$ cat config.mk
export PLATFORM = sky130hd
export DESIGN_NAME = rpr_mul
export DESIGN_NICKNAME = d
export VERILOG_FILES = /design/src/rtl/rpr_mul.sv
export SDC_FILE = /design/constraint.sdc
export NUM_CORES = 1
export LEC_CHECK = 0
export ABC_AREA = 1
export ABC_CLOCK_PERIOD_IN_PS = 5100
export BUFFER_PORTS_ARGS = -buffer_cell sky130_fd_sc_hd__buf_2
export CAP_MARGIN = 0
export CORE_MARGIN = 2
export CORE_UTILIZATION = 55
export CTS_CLUSTER_DIAMETER = 30
export CTS_CLUSTER_SIZE = 28
export DETAILED_ROUTE_END_ITERATION = 7
export PLACE_DENSITY_LB_ADDON = 0.05
export SYNTH_ARGS = -nofsm -noshare
export SYNTH_HDL_FRONTEND = slang
export SYNTH_SLANG_ARGS = --single-unit
export TNS_END_PERCENT = 1
$ cat constraint.sdc
create_clock -name clk -period 5.1 [get_ports clk]
set_input_delay 0.255 -clock clk [delete_from_list [all_inputs] [get_ports clk]]
set_output_delay 0.255 -clock clk [all_outputs]
set_load 0.02 [all_outputs]
$ cat src/rtl/rpr_mul.sv
// Shared multiplier with a registered product.
// Depends on nothing but its parameters.
module rpr_mul #(
	parameter int AW = 23,
	parameter int BW = 17
) (
	input  logic            clk,
	input  logic [AW-1:0]   a,
	input  logic [BW-1:0]   b,
	output logic [AW+BW-1:0] prod_q
);

	// Register the product for the next sequencer step
	always_ff @(posedge clk) begin
		prod_q <= (AW+BW)'(a) * (AW+BW)'(b);
	end

endmodule

; After elaboration in Yosys (flattened, before gate mapping)
; Cells that the tools add are included.
[totals]
regBits = 40
latchBits = 0
ramBits = 0
mem_bits_ro = 0
input_bits = 41
elab_cells = 2
mem_count = 0
[classes]
add_sub_neg = 0
mul = 1
div_mod_pow = 0
order_cmp = 0
n_eq_ne = 0
shift = 0
n_mux = 0
bitwise_logic = 0
n_reduce_logical = 0
[op_table]
columns = operator, count
row1 = 23-bit by 17-bit multiplier with 40-bit output, 1

; Depth between registers and ports, before layout
[logic_depth]
ltp_word = 1
ltp_mapped = 29
mapped_depth_nobuf = 27

; Worst setup path before layout
; No wires, ideal clock.
[synth_timing]
path_type = input -> register
start = input port a[12]
end = register prod_q[35]
t_arrival_ps = 5120
path_slack_ps = -132
path_stages = 27
cell_sequence = clkbuf_1 -> clkbuf_1 -> nand2_1 -> fa_1 -> inv_1 -> fa_1 -> inv_1 -> fa_1 -> inv_1 -> fa_1 -> fa_1 -> inv_1 -> fa_1 -> inv_1 -> ha_1 -> nand2_2 -> inv_1 -> nand2_1 -> nand2_1 -> inv_2 -> nor2_1 -> nor2_1 -> nand2_2 -> nand2_1 -> nand2_1 -> nand2_1 -> nand2_1
[synth_between]
elab_chain_len = 1
[synth_rtl]
columns = element, line
row1 = from (decl), 8  ; input logic [AW-1:0] a,
row2 = 23-bit by 17-bit multiplier with 40-bit output, 15  ; prod_q <= (AW+BW)'(a) * (AW+BW)'(b);
row3 = to (signal assigned), 15
row4 = to (decl), 10  ; output logic [AW+BW-1:0] prod_q
; No other way between the ends.

; Worst setup path after layout
[layout_timing]
start = input port a[8]
end = register prod_q[36]
; The elaborated chain is that of the path after synthesis.

==> summary.md <==
| Metric | Value |
|---|---|
| Routed Antenna Nets | `0` |
| Vias in the first global route | `12350` |
| WL final | `34850 microns` |
| Avg Inst Size Synth | `7.436 sq um` |
| Sequential area share after synthesis | `5.606%` |
| Setup crit start | `a[8]` |
| Worst-path cell chain | `clkbuf_4 > nand2_1 > inv_1 > fa_1 > inv_1 > fa_1 > fa_1 > inv_1 > fa_1 > fa_1 > inv_1 > fa_1 > inv_1 > ha_2 > nand2_1 > inv_1 > nand2_1 > nor3_1 > nand2_1 > nand2_2 > nand2_2 > nand3_1 > nand2_1` |
| Largest reg by FF count | `prod_q` |
| Initial core utilization | `56.40%` |
| Largest net degree at the start of global routing | `24` |
| Hpwl dp | `30970 microns` |
| Setup crit start kind | `input port` |
| GRT Overall Usage | `27.95%` |
| Crit end category | `flip-flop` |
| Die area | `27280 sq um` |
| Syn Std Cell Area | `14280 sq um` |
| Slew @ Worst Pin | `0.4989 ns` |
| Synth top area share | `44.01%` |
| Req. time, crit path | `5.28 ns` |
| Yosys top cell by area | `fa_1` |
| Standard-cell rows | `58` |
| Vias | `11590` |
| Synth warnings | `0` |
| Critical path peak fanout | `11` |
| Main area contributors after synthesis | `fa_1 (44%), inv_1 (16%), nand2_1 (15%)` |
| DR iter-0 viols | `587` |
| Initial antenna violation count | `0` |
| Status | `finished clean` |
| CTS HTree Levels | `2` |
| PortBufs | `80` |
| CTS root buf | `clkbuf_16` |
| Critical path type | `input port to flip-flop` |
| Biggest regs | `prod_q: 40 flops` |
| Overflow after GRT | `0` |
| Slew Limit Fails | `0` |
| Flop and latch count out of synthesis | `40` |
| Final setup fails | `0` |
| WHS Endpoint | `prod_q[0]` |
| Share of cells above drive strength 1 | `14.48%` |
| WL/cell | `14.51 microns` |
| Syn-to-layout area delta | `14.45%` |
| Die W | `165.2 microns` |
| CTS Buffer Depth | `2` |
| Hold WC Path Type | `input port to flip-flop` |
| Worst path slowest cell | `fa_1` |
| Final Net Count | `2540` |
| Synth Net Count | `2390` |
| N_diodes | `0` |
| First-pass GRT wire length | `59530 microns` |
| Max_slew headroom | `66.74%` |
| Worst Path Arrival | `5.06 ns` |
| Largest register FFs | `40` |
| Fin. Hold Viols | `0` |
| Final Instance Area | `16350 sq um` |
| DR pass1 iterations | `5` |
| RSZ-0062 raised after global routing | `true` |
| Routability Congestion | `0.9044` |
| Drt drc | `0` |
| Slowest stage delay, CP | `0.52 ns` |
| CTS tree | `done` |
| CORE AREA | `25330 sq um` |
| Mapped Cells | `1921` |
| Placed Area | `15900 sq um` |
| Via density per instance | `4.824` |
| Io pins | `81` |
| TritonCTS Buffers | `5` |
| Fmax | `204.9 MHz` |
| Hold path start | `a[0]` |
| Clock slew seen by the registers of the worst setup and hold paths | `0.06 ns` |
| CTS Hold Bufs | `0` |
| Hold Path Depth | `4` |
| Die Height | `165.2 microns` |
| Total of max-cap violations | `0` |
| Crit share post-route | `95.69%` |
| Synth unique cells | `22` |
| Period minus WS final | `4.880 ns` |
| TritonCTS Sinks | `40` |
[per-layer routing]
layer	wire [microns]	vias up	track usage, %
met5	0	-	0
met4	1164	0	7.589
met3	1480	80	2.822
met2	18140	287	52.41
met1	14060	5622	34.18
li1	-	5598	-
[Yosys cell counts]
| library cell | n |
|---|---|
| a21oi_2 | 1 |
| xor2_1 | 17 |
| nor2_1 | 45 |
| clkbuf_1 | 80 |
| dfxtp_1 | 40 |
| nor2_2 | 2 |
| xnor2_1 | 4 |
| nor3_2 | 1 |
| a31oi_1 | 1 |
| nand2_2 | 14 |
| nand3_2 | 6 |
| nand2_1 | 579 |
| fa_1 | 314 |
| nor3_1 | 9 |
| a21oi_1 | 35 |
| ha_1 | 114 |
| o21bai_1 | 3 |
| nand3_1 | 22 |
| inv_1 | 610 |
| inv_2 | 4 |
| nand4_1 | 1 |
| o21ai_0 | 19 |
[final cells by class]
class	count	area (sq um)
Inverter	614	2305
Clock inverter	3	18.77
Tap cell	330	412.9
Clock buffer	5	125.1
Multi-Input combinational cell	1187	11080
Fill cell	2309	8979
Sequential cell	40	800.8
Timing Repair Buffer	223	1603
[worst max path at each step]
stage                      end  slack [ns]  cells past startpoint
CTS                 prod_q[39]       0.009                     23
global placement    prod_q[39]       -0.41                     24
finish              prod_q[36]        0.22                     23
floorplan           prod_q[35]     -0.0009                     27
global route        prod_q[34]       -0.02                     23
detailed placement  prod_q[35]       -0.39                     24
[placed cells by master (no fill, tap or decap), types with 2 or more instances in the layout]
cell and n:
inv_1 608, nand2_1 574, fa_1 309, buf_4 147, ha_1 102, buf_2 57, nor2_1 40, dfxtp_1 40
a21oi_1 25, nand3_1 21, nand2_2 18, o21ai_0 18, xor2_1 17, a21oi_2 11, buf_6 9, nor3_1 8
ha_4 8, nand3_2 7, clkbuf_4 7, inv_2 6, nor2_2 6, fa_2 5, clkbuf_16 5, xnor2_1 4
ha_2 4, o21bai_1 3, buf_12 3, nor3_2 2, clkinv_2 2
[kinds of logic after synthesis]
kind of cell,Yosys count,share of synthesized area (%)
buf+inv,694,18.24
simple gates,679,18.72
fa+ha+maj,428,53.99
compound gates,59,2.155
flops,40,5.606
xor+xnor,21,1.288
[worst max-delay path: cells and delay by family]
kind	cells	cell delay (ns)
simple gates	9	0.85
buf+inv	7	0.55
fa+ha+maj	7	3.37
[per-stage QoR]
| step | instances | utilization [%] | hold WS, ns | worst slack [ns] | setup TNS, ns |
|---|---|---|---|---|---|
| after floorplan | 1921 | - | 0.3485 | -0.0009353 | -0.0009353 |
| after global placement | 2393 | 62.78 | 0.6704 | -0.4054 | -6.508 |
| after detailed placement | 2393 | 62.78 | 0.6703 | -0.3902 | -6.662 |
| after CTS | 2401 | 63.40 | 0.4273 | 0.008931 | 0 |
| after global routing | 2402 | 64.55 | 0.4360 | -0.02498 | -0.05927 |
| final | 2402 | 64.55 | 0.4282 | 0.2200 | 0 |
[what timing repair did]
| item | 4_1_cts | 5_1_grt |
|---|---|---|
| pin swaps | 0 | 13 |
| setup buffers | 0 | 1 |
| gates resized for setup | 5 | 84 |
| setup endpoints to repair | 10 | 25 |
Power is not shown: default switching activity piles up to over one toggle a cycle in this logic, so the estimate is an artifact.
